`src/rtl/fdrt_pkg.sv`:
```
package fdrt_pkg;

	// Default framebuffer capacity in pixels.
	localparam int DefMaxWidth = 512;
	localparam int DefMaxHeight = 512;

	// Fixed widths of the register file and the request fields.
	localparam int CfgIdxW = 2;
	localparam int CfgDataW = 16;
	localparam int DimW = 10;
	localparam int CoordW = 12;
	localparam int ChanW = 8;
	localparam int ColourW = 16;
	localparam int BoxW = 9;
	localparam int WinW = 16;

	// Depth of the queue between the front and the back end (a power of two).
	localparam int QueueDepth = 4;

	// Reset values.
	localparam logic [DimW-1:0] ResetFrameWidth = 10'd320;
	localparam logic [DimW-1:0] ResetFrameHeight = 10'd480;
	localparam logic [DimW-1:0] EmptyMin = '1;

	typedef enum logic [CfgIdxW-1:0] {
		CFG_FRAME_WIDTH,
		CFG_FRAME_HEIGHT,
		CFG_OFFSET_X,
		CFG_OFFSET_Y
	} cfg_index_t;

	typedef enum logic [1:0] {
		STATUS_CHANGED,
		STATUS_UNCHANGED,
		STATUS_RANGE,
		STATUS_FLUSH
	} status_t;

	// What the back end has to do with a request.
	typedef enum logic [1:0] {
		KIND_DRAW,
		KIND_REJECT,
		KIND_FLUSH
	} kind_t;

	// Classified request as it travels from the front to the back end.
	typedef struct packed {
		kind_t kind;
		logic [DimW-1:0] x;
		logic [DimW-1:0] y;
		logic [ColourW-1:0] colour;
	} op_t;

	// Truncate an 8-bit RGB triple to RGB565.
	function automatic logic [ColourW-1:0] pack565(
		input logic [ChanW-1:0] r,
		input logic [ChanW-1:0] g,
		input logic [ChanW-1:0] b
	);
		return {r[7:3], g[7:2], b[7:3]};
	endfunction

endpackage

```
`src/rtl/fdrt_front.sv`:
```
module fdrt_front #(
	parameter int MAX_WIDTH = fdrt_pkg::DefMaxWidth,
	parameter int MAX_HEIGHT = fdrt_pkg::DefMaxHeight,
	parameter int ADDR_W = 18
) (
	input logic clk,
	input logic arst_n,
	input logic in_valid,
	output logic in_stall,
	input logic action,
	input logic [fdrt_pkg::CoordW-1:0] pixel_x,
	input logic [fdrt_pkg::CoordW-1:0] pixel_y,
	input logic [fdrt_pkg::ChanW-1:0] red,
	input logic [fdrt_pkg::ChanW-1:0] green,
	input logic [fdrt_pkg::ChanW-1:0] blue,
	input logic busy,
	input logic [fdrt_pkg::DimW-1:0] frame_width,
	input logic [fdrt_pkg::DimW-1:0] frame_height,
	input logic q_full,
	output logic push,
	output fdrt_pkg::op_t push_op,
	output logic [ADDR_W-1:0] push_addr
);
	import fdrt_pkg::*;

	logic [DimW-1:0] eff_w;
	logic [DimW-1:0] eff_h;
	logic x_ok;
	logic y_ok;
	logic accept;
	op_t op_next;
	logic valid_s1;
	op_t op_s1;
	logic [2*DimW-1:0] row_base;
	logic [2*DimW:0] pos;

	// Frame size clipped to the framebuffer capacity.
	always_comb begin
		if (int'(frame_width) > MAX_WIDTH) begin
			eff_w = DimW'(MAX_WIDTH);
		end else begin
			eff_w = frame_width;
		end
		if (int'(frame_height) > MAX_HEIGHT) begin
			eff_h = DimW'(MAX_HEIGHT);
		end else begin
			eff_h = frame_height;
		end
	end

	// Range check: non-negative and below the active size.
	assign x_ok = !pixel_x[CoordW-1] && (pixel_x[CoordW-2:0] < (CoordW-1)'(eff_w));
	assign y_ok = !pixel_y[CoordW-1] && (pixel_y[CoordW-2:0] < (CoordW-1)'(eff_h));

	// Classify the incoming request.
	always_comb begin
		op_next.x = pixel_x[DimW-1:0];
		op_next.y = pixel_y[DimW-1:0];
		op_next.colour = pack565(red, green, blue);
		if (action) begin
			op_next.kind = KIND_FLUSH;
		end else if (x_ok && y_ok) begin
			op_next.kind = KIND_DRAW;
		end else begin
			op_next.kind = KIND_REJECT;
		end
	end

	assign in_stall = busy || (valid_s1 && q_full);
	assign accept = in_valid && !in_stall;
	assign push = valid_s1 && !q_full;

	// Classification stage register.
	always_ff @(posedge clk or negedge arst_n) begin
		if (!arst_n) begin
			valid_s1 <= 1'b0;
		end else if (accept) begin
			valid_s1 <= 1'b1;
		end else if (push) begin
			valid_s1 <= 1'b0;
		end
	end

	always_ff @(posedge clk) begin
		if (accept) begin
			op_s1 <= op_next;
		end
	end

	// Pixel address: row times stride plus column, registered by the queue.
	assign row_base = op_s1.y * eff_w;
	assign pos = {1'b0, row_base} + (2*DimW+1)'(op_s1.x);
	assign push_addr = ADDR_W'(pos);
	assign push_op = op_s1;

endmodule

```
`config.mk`:
```
export PLATFORM = sky130hd
export DESIGN_NAME = fdrt_front
export DESIGN_NICKNAME = d
export VERILOG_FILES = /design/src/rtl/fdrt_pkg.sv /design/src/rtl/fdrt_front.sv
export SDC_FILE = /design/constraint.sdc
export NUM_CORES = 1
export LEC_CHECK = 0
export BUFFER_PORTS_ARGS = -buffer_cell sky130_fd_sc_hd__clkbuf_2
export CAP_MARGIN = 10
export CORE_MARGIN = 5
export CORE_UTILIZATION = 55
export CTS_BUF_LIST = sky130_fd_sc_hd__clkbuf_16
export CTS_CLUSTER_DIAMETER = 40
export DETAILED_ROUTE_END_ITERATION = 10
export GPL_ROUTABILITY_DRIVEN = 1
export PLACE_DENSITY_LB_ADDON = 0.08
export SLEW_MARGIN = 20
export SYNTH_ARGS = -nofsm -noshare
export SYNTH_HDL_FRONTEND = slang
export SYNTH_SLANG_ARGS = --single-unit
```
`constraint.sdc`:
```
create_clock -name clk -period 9.8 [get_ports clk]
set_input_delay 1.96 -clock clk [delete_from_list [all_inputs] [get_ports clk]]
set_output_delay 1.96 -clock clk [all_outputs]
set_load 0.02 [all_outputs]
```
# ---- Word level (Yosys, flattened, before mapping)
# Index checks and enable logic that the tools add are counted.
dict set report classes {
  mux 5
  addsub 1
  n_lt_le_gt_ge 4
  reduce_logical 12
  n_mul 1
}
# op count
set ops {}
lappend ops {{$lt A11 B10 Y1} 2}
lappend ops {{$gt A10 B10 Y1 const B} 2}
lappend ops {{$mux W10} 2}
lappend ops {{$add A18 B10 Y18} 1}
lappend ops {{$mul A10 B10 Y18} 1}
lappend ops {{$logic_and A1 B1 Y1} 6}
lappend ops {{$logic_not A1 Y1} 4}
lappend ops {{$mux W1} 3}
lappend ops {{$reduce_bool A2 Y1} 1}
lappend ops {{$logic_or A1 B1 Y1} 1}
dict set report word_totals {
  in_bits 74
  word_cells 28
  out_inout_bits 58
  regBits 39
}

# ---- Longest topological paths before layout
dict set report depth {
  depth_word 6
  mapped_depth 20
  depth_no_buf 19
}

# ---- Worst setup path after synthesis
# Ideal clock, no wire load.
dict set report synth_path {
  path_kind {input-to-output}
  from {in frame_width[3] (netlist name)}
  to {out push_addr[17]}
  t_required_ps 7840
  slack_ps 1221
  arrival_ps 6619
  n_path_buf 1
  path_stages 17
  path_cell_list {nor2b_1 > clkbuf_1 > nand2_1 > fa_1 > inv_1 > fa_1 > fa_1 > fa_1 > inv_1 > fa_1 > inv_1 > ha_1 > a21o_1 > a21o_2 > a221oi_4 > a21boi_2 > xnor2_1}
}
dict set report synth_via {
  elab_chain_len 4
}
# element line
set synth_rtl {}
lappend synth_rtl {{start: declaration} fdrt_front.sv:17} ;# input logic [fdrt_pkg::DimW-1:0] frame_width,
lappend synth_rtl {{$gt A10 B10 Y1} fdrt_front.sv:39} ;# if (int'(frame_width) > MAX_WIDTH) begin
lappend synth_rtl {{$mux W10 (*)} fdrt_front.sv:39}
lappend synth_rtl {{$mul A10 B10 Y18 (*)} fdrt_front.sv:91} ;# assign row_base = op_s1.y * eff_w;
lappend synth_rtl {{$add A18 B10 Y18 (*)} fdrt_front.sv:92} ;# assign pos = {1'b0, row_base} + (2*DimW+1)'(op_s1.x);
lappend synth_rtl {{end: declaration} fdrt_front.sv:22} ;# output logic [ADDR_W-1:0] push_addr
# Every way passes the cells marked *; elsewhere a longest branch is shown, timed or not.

# ---- Worst setup path after layout
dict set report layout_path {
  from {in frame_width[9] (netlist name)}
  to {out push_addr[16]}
}
# The elaborated chain is that of the path after synthesis.

==> impl_metrics.env <==
export IMPL_swShare_pct=45.17
export IMPL_finalWorstPathRequiredPeriod_ns=9.351
export IMPL_postCtsSetupBuffers=0
export IMPL_relSlewSlack_pct=41.79
export IMPL_dp_hpwl_mm=9.900
export IMPL_clk_root_buffer_cell="clkbuf_16"
export IMPL_max_clock_freq_mhz=106.9
export IMPL_p_leak_nw=3.172
export IMPL_gr_usage_all_layers_pct=21.97
export IMPL_stdcell_count=771
export IMPL_fin_tns_setup_ns=0
export IMPL_synthTopCellsByArea="fa_1 27%, edfxtp_1 22%, ha_1 16%, inv_1 7.2%, and2_1 6.4%"
export IMPL_cts_tree="done"
export IMPL_placed_area_um2=5988
export IMPL_clock_sinks=39
export IMPL_post_route_drc_count=0
export IMPL_rows=35
export IMPL_ant_nets=0
export IMPL_min_delay_start="valid_s1"
export IMPL_fillCellCount=807
export IMPL_switchingPower_mw=0.4415
export IMPL_status="finished clean"
export IMPL_nNetsFinal=853
export IMPL_synth_top_area_share_pct=27.28
export IMPL_powerDensity_nw_per_um2=159.6
export IMPL_start_util_pct=56.38
export IMPL_ir_worst_vdd_mv=0.1239
export IMPL_cts_buffers=5
export IMPL_clock_latency_ns=0.28
export IMPL_portBuffers=123
export IMPL_synthArstFlopShare_pct=2.564
export IMPL_dieArea_um2=11520
export IMPL_via_per_inst=5.135
export IMPL_avgSynthCellArea_um2=10.02
export IMPL_fin_area_um2=6125
export IMPL_grt_pass1_vias=4376
export IMPL_ctsHoldBuffers=0
export IMPL_place_gp_congestion=0.8866
export IMPL_vias=3959
export IMPL_synthToLayoutAreaGrowth_pct=17.56
export IMPL_routedWlPerCell_um=15.33
export IMPL_clkPwrFrac_pct=15.4
export IMPL_critPathCaptureType="output port"
export IMPL_path_clk_slew_ns=0.06
export IMPL_routed_wl_mm=11.82
export IMPL_r2r_start="valid_s1"
export IMPL_yosysSeqAreaShare_pct=22.38
export IMPL_yosys_most_used_dff="edfxtp_1"
export IMPL_clockBufferDepth=2
export IMPL_startpoint_type="primary input"
export IMPL_cp_data_arrival_time_ns=7.39
export IMPL_path_class="primary input to output port"
export IMPL_antenna_found_initial=0
export IMPL_synth_top_cell_by_area="fa_1"
export IMPL_grt_overflow=0
export IMPL_worst_pin_slew_ns=0.8732
export IMPL_antenna_diode_count=0
export IMPL_cellInternalPower_mw=0.5360
export IMPL_drive_gt1_share_pct=22.90
export IMPL_synth_edf_count=38
export IMPL_hold_path_class="register to register"
export IMPL_power_frac_seq_pct=20.6
export IMPL_postCtsResizedCells=0
export IMPL_die_x_um=107.3
export IMPL_p_comb_share_pct=64.0
export IMPL_synthesis_area_um2=5210
export IMPL_yosysWarnings=0
export IMPL_drv_cap=0
export IMPL_placedCellCount=763
export IMPL_fin_skew_ns=0.005584
export IMPL_cp_required_ns=7.84
export IMPL_critical_path_peak_fanout=11
export IMPL_rsz0062_at_grt="no"
export IMPL_startpoint="frame_width[9]"
export IMPL_setup_viol=0
export IMPL_htree_levels=2
export IMPL_drtPass1Iterations=4
export IMPL_grt_max_degree=40
export IMPL_coreArea_um2=9240
export IMPL_ioPinCount=132
export IMPL_synth_seq_cells=39
export IMPL_synth_cells=520
export IMPL_report_final_slew_viol_count=0
export IMPL_die_h_um=107.3
export IMPL_hold_viol_final=0
export IMPL_syn_num_nets=732
export IMPL_holdPathStages=1
export IMPL_grt_pass1_wl_mm=20.16
export IMPL_worstRegToRegCells=2
export IMPL_synth_cell_types=45
export IMPL_drt_iter0_markers=139
export IMPL_min_period_over_period_pct=95.41
-- cell usage after synthesis (2+ instances only) --
cell type,count
a21o_1,8
nand2_1,57
buf_1,4
o21a_1,3
and2_1,53
nand4b_1,2
ha_1,67
inv_1,100
nand3_1,3
o21ai_0,6
nor4_1,2
nor2b_1,11
a21oi_1,11
xnor2_1,12
a21o_2,3
nor2_1,16
nand2b_1,2
fa_1,71
a211oi_1,4
or4_1,2
edfxtp_1,38
clkbuf_1,14
o41ai_1,2
xor2_1,6
a21oi_2,3
-- placed cells by master, fill, tap and decap left out, types with 2 or more instances in the layout --
cell,Yosys,routed
o21ai_0,6,6
clkbuf_16,0,5
nand2_1,57,57
nor2_1,16,16
clkbuf_2,0,123
a211oi_1,4,4
nand4b_1,2,2
a21oi_2,3,3
nand3_1,3,3
buf_4,0,9
a21oi_1,11,11
a21o_1,8,8
nand2b_1,2,2
o41ai_1,2,2
edfxtp_1,38,38
xnor2_1,12,12
xor2_1,6,6
nor2b_1,11,11
or4_1,2,2
fa_1,71,71
ha_1,67,67
inv_1,100,101
and2_1,53,52
a21o_2,3,3
clkinv_1,0,2
o21a_1,3,3
nor4_1,2,2
-- cell type report --
cell class	count	area, um2	area share, %
repair buffers	132	683.2	11.15
clock buffers	5	125.1	2.043
well taps	129	161.4	2.635
clock inverters	3	11.26	0.1839
flip-flops and latches	39	1166	19.04
multi-input cells	363	3602	58.82
inverters	100	375.4	6.129
-- per-layer routing --
metal | vias up | part of all wire, % | track usage (%) | routed length [um]
li1 | 1898 | - | - | -
met1 | 1935 | 42 | 27.39 | 4910
met2 | 108 | 52 | 40.53 | 6096
met3 | 18 | 5.2 | 3.119 | 618
met4 | 0 | 1.6 | 4.384 | 193
met5 | - | 0 | 0 | 0
-- worst paths after layout --
path / to / slack [ns]
setup / recovery: push_addr[16] / 0.45
hold / removal: valid_s1 / 0.50
setup reg to reg: push_op[31] / 8.10
hold reg to reg: valid_s1 / 0.50
max in group asynchronous: valid_s1 / 8.27
min in group asynchronous: valid_s1 / 1.44
-- critical path, cell delays in order --
cell and delay, ns:
clkbuf_2 0.14, nor2b_1 0.68, nand2_1 0.18, fa_1 0.48, fa_1 0.57, fa_1 0.44
fa_1 0.52, fa_1 0.55, inv_1 0.04, ha_1 0.37, o21a_1 0.21, o211ai_1 0.15
a31oi_1 0.08, o21ai_0 0.47, o21ai_0 0.19, xor2_1 0.16, clkbuf_2 0.19
-- power groups by stage --
stage | Clock, mW | Combinational (mW) | Sequential [mW]
3_5_place_dp | 0 | 0.632 | 0.205
6_report | 0.150 | 0.625 | 0.202
2_1_floorplan | 0 | 0.462 | 0.208
5_1_grt | 0.160 | 0.710 | 0.203
4_1_cts | 0.152 | 0.636 | 0.202
3_3_place_gp | 0 | 0.616 | 0.205
-- registers in the layout, summed over array words and instances (netlist names) --
| name | flops |
|---|---|
| push_op | 38 |
| valid_s1 | 1 |
-- stage by stage --
step                      total power, mW  util (%)  worst slack [ns]  hold WS [ns]
after floorplan                    0.6696         -             1.221        0.4681
after global placement             0.8207     64.81            0.5309        0.4794
after detailed placement           0.8370     64.81            0.4758        0.4963
after CTS                          0.9893     66.28            0.4500        0.5087
after global routing                1.073     66.28            0.1717        0.5503
final                              0.9775     66.28            0.4494        0.5045
-- cell families (layout without fill, tap and decap cells) --
group                    after synthesis  after routing  synth area share (%)
flip-flops                            39             39                 22.38
buffers and inverters                118            240                 8.501
AO/OA/AOI/OAI                         54             54                 7.710
adder cells (fa/ha/maj)              138            138                 43.37
XOR/XNOR                              18             18                 3.026
AND/OR/NAND/NOR                      153            153                 15.01
Note: power is estimated with default switching activity, not from simulation.
