===== src/rtl/fdrt_queue.sv =====
module fdrt_queue #(
	parameter int DATA_W = 8,
	parameter int DEPTH = 4
) (
	input logic clk,
	input logic arst_n,
	input logic push,
	input logic [DATA_W-1:0] push_data,
	input logic pop,
	output logic [DATA_W-1:0] head_data,
	output logic empty,
	output logic full
);
	localparam int PtrW = (DEPTH > 1) ? $clog2(DEPTH) : 1;

	logic [DATA_W-1:0] slot_q [DEPTH];
	logic [PtrW-1:0] wr_ptr_q;
	logic [PtrW-1:0] rd_ptr_q;
	logic [PtrW:0] count_q;

	assign empty = (count_q == '0);
	assign full = (count_q == (PtrW+1)'(DEPTH));
	assign head_data = slot_q[rd_ptr_q];

	// Storage slots; written only on a push.
	always_ff @(posedge clk) begin
		if (push) begin
			slot_q[wr_ptr_q] <= push_data;
		end
	end

	// Pointers and fill count. DEPTH is a power of two, so pointers wrap naturally.
	always_ff @(posedge clk or negedge arst_n) begin
		if (!arst_n) begin
			wr_ptr_q <= '0;
			rd_ptr_q <= '0;
			count_q <= '0;
		end else begin
			if (push) begin
				wr_ptr_q <= wr_ptr_q + 1'b1;
			end
			if (pop) begin
				rd_ptr_q <= rd_ptr_q + 1'b1;
			end
			if (push && !pop) begin
				count_q <= count_q + 1'b1;
			end else if (pop && !push) begin
				count_q <= count_q - 1'b1;
			end
		end
	end

endmodule


===== config.mk =====
export PLATFORM = sky130hd
export DESIGN_NAME = fdrt_queue
export DESIGN_NICKNAME = d
export VERILOG_FILES = /design/src/rtl/fdrt_queue.sv
export SDC_FILE = /design/constraint.sdc
export NUM_CORES = 1
export LEC_CHECK = 0
export ABC_CLOCK_PERIOD_IN_PS = 1750
export BUFFER_PORTS_ARGS = -buffer_cell sky130_fd_sc_hd__buf_2
export CELL_PAD_IN_SITES_DETAIL_PLACEMENT = 0
export CELL_PAD_IN_SITES_GLOBAL_PLACEMENT = 2
export CORE_UTILIZATION = 42
export DETAILED_ROUTE_END_ITERATION = 8
export PLACE_DENSITY_LB_ADDON = 0.05
export SLEW_MARGIN = 15
export SYNTH_ARGS = -nofsm -noshare
export SYNTH_HDL_FRONTEND = slang
export SYNTH_SLANG_ARGS = --single-unit

===== constraint.sdc =====
create_clock -name clk -period 1.75 [get_ports clk]
set_clock_uncertainty 0.15 [all_clocks]
set_input_delay 0.35 -clock clk [delete_from_list [all_inputs] [get_ports clk]]
set_output_delay 0.35 -clock clk [all_outputs]
set_load 0.1 [all_outputs]

# Word-level counts from Yosys, hierarchy flattened
# Memories as Yosys holds them, arrays and structs flattened.
# Cells that the tools add are included.
dict set report word_totals {
  reg_bits 7
  ram_bits 32
  input_bits 12
  elab_cells 19
  memories 1
}
# name depth width rd rd_clocked_by_memory_dff wr line_no
set memory_table {}
lappend memory_table {slot_q 4 8 1 0 1 16} ;# logic [DATA_W-1:0] slot_q [DEPTH];
dict set report op_classes {
  n_addsub 4
  eq_ne 1
  n_mux 4
  reduce_logical 6
}
# cell n
set ops {}
lappend ops {{$mux W3} 2}
lappend ops {{$add A2 B1 Y2 const B} 2}
lappend ops {{$add A3 B1 Y3 const B} 1}
lappend ops {{$eq A3 B3 Y1 const B} 1}
lappend ops {{$logic_not A3 Y1} 1}
lappend ops {{$sub A3 B1 Y3 const B} 1}
lappend ops {{$logic_and A1 B1 Y1} 2}
lappend ops {{$logic_not A1 Y1} 2}
lappend ops {{$mux W1} 2}
lappend ops {{$reduce_bool A2 Y1} 1}

# Depth between registers and ports, before layout
# Gate-level depths: netlist of the first run.
dict set report depth {
  ltp_word 4
  mapped_depth 7
  ltp_nobuf 7
}

# Least setup slack after synthesis of the first run
# Ideal clock, no wire load.
dict set report synth_path {
  kind {register -> output}
  startpoint {reg count_q[0]}
  endpoint {out full}
  t_arrival_ps 2653
  required_time_ps 1250
  setup_slack_ps -1403
  path_stages_with_launch 2
  n_path_buf 0
  path_cell_list {dfrtp_1 > nor3b_1}
}
dict set report synth_between {
  elab_chain_len 1
}
# item line_no
set synth_rtl {}
lappend synth_rtl {{start: declaration} 19} ;# logic [PtrW:0] count_q;
lappend synth_rtl {{start signal: assignment} 46} ;# count_q <= count_q + 1'b1;
lappend synth_rtl {{start signal: assignment} 48} ;# count_q <= count_q - 1'b1;
lappend synth_rtl {{$eq A3 B3 Y1} 22} ;# assign full = (count_q == (PtrW+1)'(DEPTH));
lappend synth_rtl {{end: declaration} 12} ;# output logic full
# Every way passes these cells.

# Worst setup path in the final report of the first run
dict set report layout_path {
  startpoint {reg rd_ptr_q[0]}
  endpoint {out head_data[7]}
}
dict set report layout_between {
  elab_chain_len 1
}
# item line_no
set layout_rtl {}
lappend layout_rtl {{start: declaration} 18} ;# logic [PtrW-1:0] rd_ptr_q;
lappend layout_rtl {{start signal: assignment} 43} ;# rd_ptr_q <= rd_ptr_q + 1'b1;
lappend layout_rtl {{$mem_v2 Z4 W8} n/a}
lappend layout_rtl {{end: declaration} 10} ;# output logic [DATA_W-1:0] head_data,
# Every way passes these cells.

==> results of run 1 <==
-- how the worst max path moves through the flow --
stage,endpoint,slack (ns),cells after the start
2_1_floorplan,full,-0.05,1
3_3_place_gp,head_data[6],-0.06,3
3_5_place_dp,head_data[7],-0.07,3
4_1_cts,head_data[7],-0.30,3
5_1_grt,head_data[6],-0.34,3
6_report,head_data[7],-0.28,3
-- worst max-delay path, delay by kind of cell (launching register included) --
| kind | cells | cell delay, ns |
|---|---|---|
| multiplexers | 1 | 0.51 |
| flip-flops | 1 | 0.37 |
| buffers and inverters | 2 | 0.36 |
-- flip-flops by register name, indices dropped and copies added (netlist names) --
| name | flops |
|---|---|
| slot_q | 32 |
| count_q | 3 |
| rd_ptr_q | 2 |
| wr_ptr_q | 2 |
-- routing by layer --
| layer | wire [um] | vias to the layer above |
|---|---|---|
| met3 | 86 | 5 |
| met2 | 1240 | 14 |
| li1 | - | 363 |
| met5 | 0 | - |
| met4 | 42 | 0 |
| met1 | 890 | 355 |
-- cells by family (layout without fill, tap and decap cells) --
kind of cell	count (synthesis)	in the layout	share of synthesized area
muxes	9	9	0.124
xor gates and xnor gates	6	6	0.0340
AOI/OAI and AO/OA	1	1	0.00323
adders and majority gates	6	6	0.0534
DFF	39	39	0.734
and+or+nand+nor	9	9	0.0315
buffers and inverters	6	45	0.0202
-- final cells by class --
cell class | instances | area (um^2)
inverter | 4 | 15.0
clock inverter | 3 | 43.8
clock buffer | 5 | 68.8
timing repair buffer | 33 | 290
sequential | 39 | 1140
tap | 46 | 57.6
multi-input combinational | 31 | 403
fill | 279 | 1430
-- metrics by stage --
step | util | cells
2_1_floorplan | - | 76
3_3_place_gp | 0.536 | 152
3_5_place_dp | 0.536 | 152
4_1_cts | 0.586 | 161
5_1_grt | 0.586 | 161
6_report | 0.586 | 161
-- cell usage after synthesis, drive strengths merged --
| master | instances | area (um^2) |
|---|---|---|
| nor3 | 1 | 5.00 |
| ha | 5 | 62.6 |
| and2 | 4 | 25.0 |
| nand2 | 2 | 7.51 |
| xor2 | 4 | 35.0 |
| o21ai | 1 | 5.00 |
| mux2 | 1 | 11.3 |
| nor3b | 1 | 7.51 |
| inv | 4 | 15.0 |
| edfxtp | 32 | 961 |
| mux4 | 8 | 180 |
| buf | 2 | 16.3 |
| dfrtp | 7 | 175 |
| nor2 | 1 | 3.75 |
| xnor2 | 2 | 17.5 |
| fa | 1 | 20.0 |
-- timing repair --
| item | in CTS | in global routing |
|---|---|---|
| setup buffers | 0 | 0 |
| endpoints found under the hold margin | 7 | 0 |
| setup endpoints to repair | 8 | 8 |
| resized for setup | 16 | 0 |
| hold buffers | 1 | 0 |
| gates cloned | 0 | 0 |
==> metrics.md, run 1 <==
| Metric | Value |
|---|---|
| Crit path max fanout | 4 |
| RSZ-0062 raised after global routing | true |
| Most Used Layer, Global Route | met2 |
| Critical Path AT | between 1.5 and 2 ns |
| Syn_area_per_cell | 20.4 um^2 |
| Boundary pin count | 22 |
| Failing checks | negative setup slack |
| Most common cell after layout, fill and taps aside | edfxtp_1 |
| Syn. warnings | 0 |
| Hold EP | slot_q[0][1] |
| Rows | 21 |
| ANT cells | 0 |
| Final worst slack | -0.276 ns |
| Initial Util | 0.450 |
| Die Span Y | 62.7 um |
| DR pass1 iterations | 3 |
| Startpoint types | flip-flop |
| Port bufs | 21 |
| Fin area | 2020 um^2 |
| Global-route wire length before repair | 3.82 mm |
| Placer Congestion | 0.640 |
| Largest net degree at the start of global routing | 14 |
| Wire length per cell | 14.1 um |
| Fmax | between 400 and 500 MHz |
| Final hold slack | 0.123 ns |
| Crit path cell chain | buf_4 -> mux4_2 -> buf_6 |
| Detail Route Antenna Nets | 0 |
| Clk_lat worst skew | between 0.2 and 0.3 ns |
| Tmin final | 2.03 ns |
| DRC viols | 0 |
| Vias per cell | 4.58 |
| Worst EP required | 1.25 ns |
| Outcome | finished, violations left |
| H-tree levels | 2 |
| Met3 Usage GRT | 0.0493 |
| Syn_nets | 94 |
| Core ar. | 3440 um^2 |
| Global Route Usage Sum | 0.141 |
| Worst min path class | in2reg |
| CP Class | reg2out |
| Worst r2r path cells | 4 |
| Worst r2r src | count_q[0] |
| Setup tns final | -2.08 ns |
| RR Endpoint | count_q[2] |
| Nets | 132 |
| DP Area | 1840 um^2 |
| Reg2Reg Setup Slack | 0.19 ns |
| Sink Count | 39 |
| Syn Std Cell Area | 1550 um^2 |
| Routing usage on met2 | 0.245 |
| Share of cells above drive strength 1 | 0.461 |
| Total grt overflow | 0 |
| CTS max path bufs | 2 |
| Met1 usage | 0.152 |
| Vias in the first global route | 814 |
| Hold Path Origin | push_data[1] |
| Post-placement worst setup slack | -0.0697 ns |
| Slowest stage cell, crit path | mux4_2 |
| Synthesis-to-layout area growth | 30.3% |
| Die width | between 60 and 70 um |
| Root buffer cell | clkbuf_8 |
| Setup violations, final | 8 |
| WL final | 2.26 mm |
| Yosys reg bits | 39 |
| Crit path capture type | output port |
| Fin. Hold Viols | 0 |
| Worst hold path cell count | 1 |
| Max-slew violations | 0 |
| CTS Buf Count | 5 |
| Clk pin slew, worst setup/hold paths | roughly 0.08 ns |
| Most frequent cells in the layout | edfxtp_1 (32), buf_2 (11), buf_4 (10) |
| Worst-Margin Slew | 0.407 ns |
| Max Cap Violations | 0 |
| Crit share post-route | 1.16 |
| CTS tree | done |
| Synth cell types | 17 |
| Synthesized instance count | 76 |
| Die area | 3930 um^2 |
| Seq/Total Area, Yosys | 0.734 |
| Crit-path max cell delay | 0.51 ns |
| Vias | 737 |
| Initial antenna violation count | 0 |
| Worst Setup SP | rd_ptr_q[0] |
| Initial DRC count | 23 |
| Detailed Place HPWL | 1.66 mm |
| Slew headroom | 0.729 |
Power of run 1 is not shown: default switching activity piles up to over one toggle a cycle in this logic, so the estimate is an artifact.
==> inputs of run 2 (changes only) <==
--- a/config.mk
+++ b/config.mk
@@ -5,11 +5,12 @@
 export SDC_FILE = /design/constraint.sdc
 export NUM_CORES = 1
 export LEC_CHECK = 0
+export ABC_AREA = 1
 export ABC_CLOCK_PERIOD_IN_PS = 1750
 export BUFFER_PORTS_ARGS = -buffer_cell sky130_fd_sc_hd__buf_2
 export CELL_PAD_IN_SITES_DETAIL_PLACEMENT = 0
 export CELL_PAD_IN_SITES_GLOBAL_PLACEMENT = 2
-export CORE_UTILIZATION = 42
+export CORE_UTILIZATION = 38
 export DETAILED_ROUTE_END_ITERATION = 8
 export PLACE_DENSITY_LB_ADDON = 0.05
 export SLEW_MARGIN = 15
==> run 2 against run 1 <==
The run still ends with negative setup slack left. Sequential share of layout area shrank 4.0 points. Highest routed layer unchanged. Critical path type unchanged. Via count grew 41%. Hold slack worse by 0.0027 ns. Largest cell class unchanged. First-iteration DRC count shrank 26%. Synthesized area grew 10%. Global-route usage increased by 1.0 points.
==> metrics.md, run 2 <==
| Metric | Value |
|---|---|
| Sink Count | 39 |
| Setup violations, final | 8 |
| Global-route wire length before repair | approximately 4.7 mm |
| Syn Std Cell Area | 1700 um^2 |
| CTS max path bufs | 2 |
| Largest registers | slot_q x32, count_q x3 |
| Detailed Place HPWL | 2.05 mm |
| Nets | 186 |
| Tmin final | ~1.9 ns |
| H-tree levels | 2 |
| Final non-filler cell total | around 220 |
| Post-synth top flop | edfxtp_1 |
| Startpoint types | flip-flop |
| Yosys top cell by area | edfxtp_1 |
| CTS tree | done |
| CTS Buf Count | 5 |
| Critical Path AT | 1.35 ns |
| Max-slew violations | 0 |
| Top post-synthesis cells by area | edfxtp_1 (56%), dfrtp_1 (10%), nand2_1 (8.1%) |
| RSZ-0062 raised after global routing | true |
| Yosys reg bits | 39 |
| Failing checks | negative setup slack |
| Final worst slack | -0.100 ns |
| Syn_area_per_cell | 12.1 um^2 |
| Post-CTS Setup Bufs | 0 |
| Initial DRC count | 17 |
| Core ar. | 4140 um^2 |
| Most Used Layer, Global Route | met2 |
| Clk_lat worst skew | 0.28 ns |
| Vias per cell | roughly 4.7 |
| Largest net degree at the start of global routing | 35 |
| DRC viols | 0 |
| Sequential Area | between 1000 and 1500 um^2 |
| Die Span Y | approximately 69 um |
| Reg with most FFs | slot_q |
| Die width | 69.0 um |
| Initial Util | 0.411 |
| Post-synth top area share | 0.564 |
| Routing usage on met2 | 0.261 |
| Clk pin slew, worst setup/hold paths | roughly 0.070 ns |
| Worst-Margin Slew | 0.408 ns |
| Crit share post-route | 1.06 |
| Multi-input gate area | 450 um^2 |
| Boundary pin count | 22 |
| CP Class | reg2out |
| Wire length per cell | 13.0 um |
| Placed Cells incl. Taps | 210 |
| Post-synth ARST share | 0.179 |
| Vias in the first global route | a little over 1000 |
| Slew headroom | 0.727 |
| Vias | 1037 |
| Most common cell after layout, fill and taps aside | edfxtp_1 |
| WL final | 2.85 mm |
| Met3 Usage GRT | 0.0345 |
| Seq/Total Area, Yosys | 0.667 |
| Rows | 23 |
| Top-count cell post-synth | nand2_1 |
| Worst EP required | 1.25 ns |
| Setup tns final | -0.696 ns |
| Fin. Hold Viols | 0 |
| Post-placement worst setup slack | 0.0430 ns |
| DR pass1 iterations | 4 |
| Placer Congestion | 0.654 |
| Crit path capture type | output port |
| Root buffer cell | clkbuf_8 |
| Met1 usage | 0.169 |
| Number of synthesized flops with an enable pin | 32 |
| Max Cap Violations | 0 |
| Die area | 4760 um^2 |
| Most frequent cells after synthesis | nand2_1 (37), edfxtp_1 (32), inv_1 (27) |
| Synthesized instance count | 141 |
| Synthesis-to-layout area growth | 27.5% |
| Most frequent cells in the layout | edfxtp_1 (32), nand2_1 (29), inv_1 (26) |
| Port bufs | 21 |
| Global Route Usage Sum | 0.151 |
| Worst min path class | in2reg |
| Detail Route Antenna Nets | 0 |
| Crit path max fanout | 34 |
| ANT cells | 0 |
| Syn_nets | 159 |
| Syn. warnings | 0 |
| Share of cells above drive strength 1 | 0.278 |
| Initial antenna violation count | 0 |
| Total grt overflow | 0 |
| Synth cell types | 18 |
| Filler cell count | ~360 |
| Number of flip-flops in the largest register | 32 |
| Fmax | 540 MHz |
| Outcome | finished, violations left |
[run 2: changes by cell type after synthesis, moves of 3 or more]
cell | previous run | this run
and2_1 | 4 | 0
buf_6 | 1 | 4
inv_1 | 4 | 27
mux4_2 | 8 | 0
nand2_1 | 2 | 37
o211ai_1 | 0 | 15
[run 2: cell families after synthesis]
kind of cell | share of synthesized area
AO/OA/AOI/OAI | 0.0764
XOR/XNOR | 0.0206
adder cells (fa/ha/maj) | 0.0485
buffers and inverters | 0.0940
flip-flops | 0.667
AND/OR/NAND/NOR | 0.0940
[run 2: critical path, cell delays in order (launching register included)]
cell and delay [ns]:
dfrtp_1 0.40, buf_12 0.17, o211ai_1 0.22, nand2_2 0.09, buf_12 0.17
[run 2: area by class of cell]
| cell class | count | share of cell area |
|---|---|---|
| flip-flops and latches | 39 | 0.524 |
| multi-input cells | 68 | 0.207 |
| repair buffers | 26 | 0.142 |
| inverters | 28 | 0.0484 |
| clock buffers | 5 | 0.0317 |
| well taps | 50 | 0.0288 |
| clock inverters | 3 | 0.0179 |
[run 2: timing repair]
| item | CTS | global route |
|---|---|---|
| gates resized for setup | 0 | 2 |
| hold buffers | 1 | 0 |
| hold endpoints to repair | 7 | 0 |
| pin swaps | 10 | 6 |
| setup endpoints to repair | 8 | 10 |
[run 2: metal layers]
layer,share of wire,up-vias
met5,0,-
met4,0.026,0
met3,0.039,8
met2,0.51,20
met1,0.42,489
li1,-,520
[run 2: path summary, 6_finish.rpt]
| check | from | to | slack, ns | cells past startpoint |
|---|---|---|---|---|
| setup / recovery | rd_ptr_q[0] | head_data[2] | -0.10 | 4 |
| min in group asynchronous | arst_n | count_q[1] | 0.28 | 2 |
| hold reg to reg | wr_ptr_q[0] | wr_ptr_q[0] | 0.40 | 1 |
| max in group asynchronous | arst_n | count_q[2] | 1.00 | 2 |
| setup reg to reg | wr_ptr_q[0] | slot_q[0][3] | 0.21 | 4 |
| hold / removal | pop | rd_ptr_q[0] | 0.12 | 2 |
[run 2: metrics by stage]
step | utilization | cell area [um^2] | hold slack, ns
4_1_cts | 0.524 | 2170 | 0.114
3_3_place_gp | 0.495 | 2050 | 0.0516
5_1_grt | 0.524 | 2170 | 0.111
3_5_place_dp | 0.495 | 2050 | 0.0502
2_1_floorplan | - | 1750 | -0.0956
6_report | 0.524 | 2170 | 0.120
Power of run 2 is left out for the same reason.
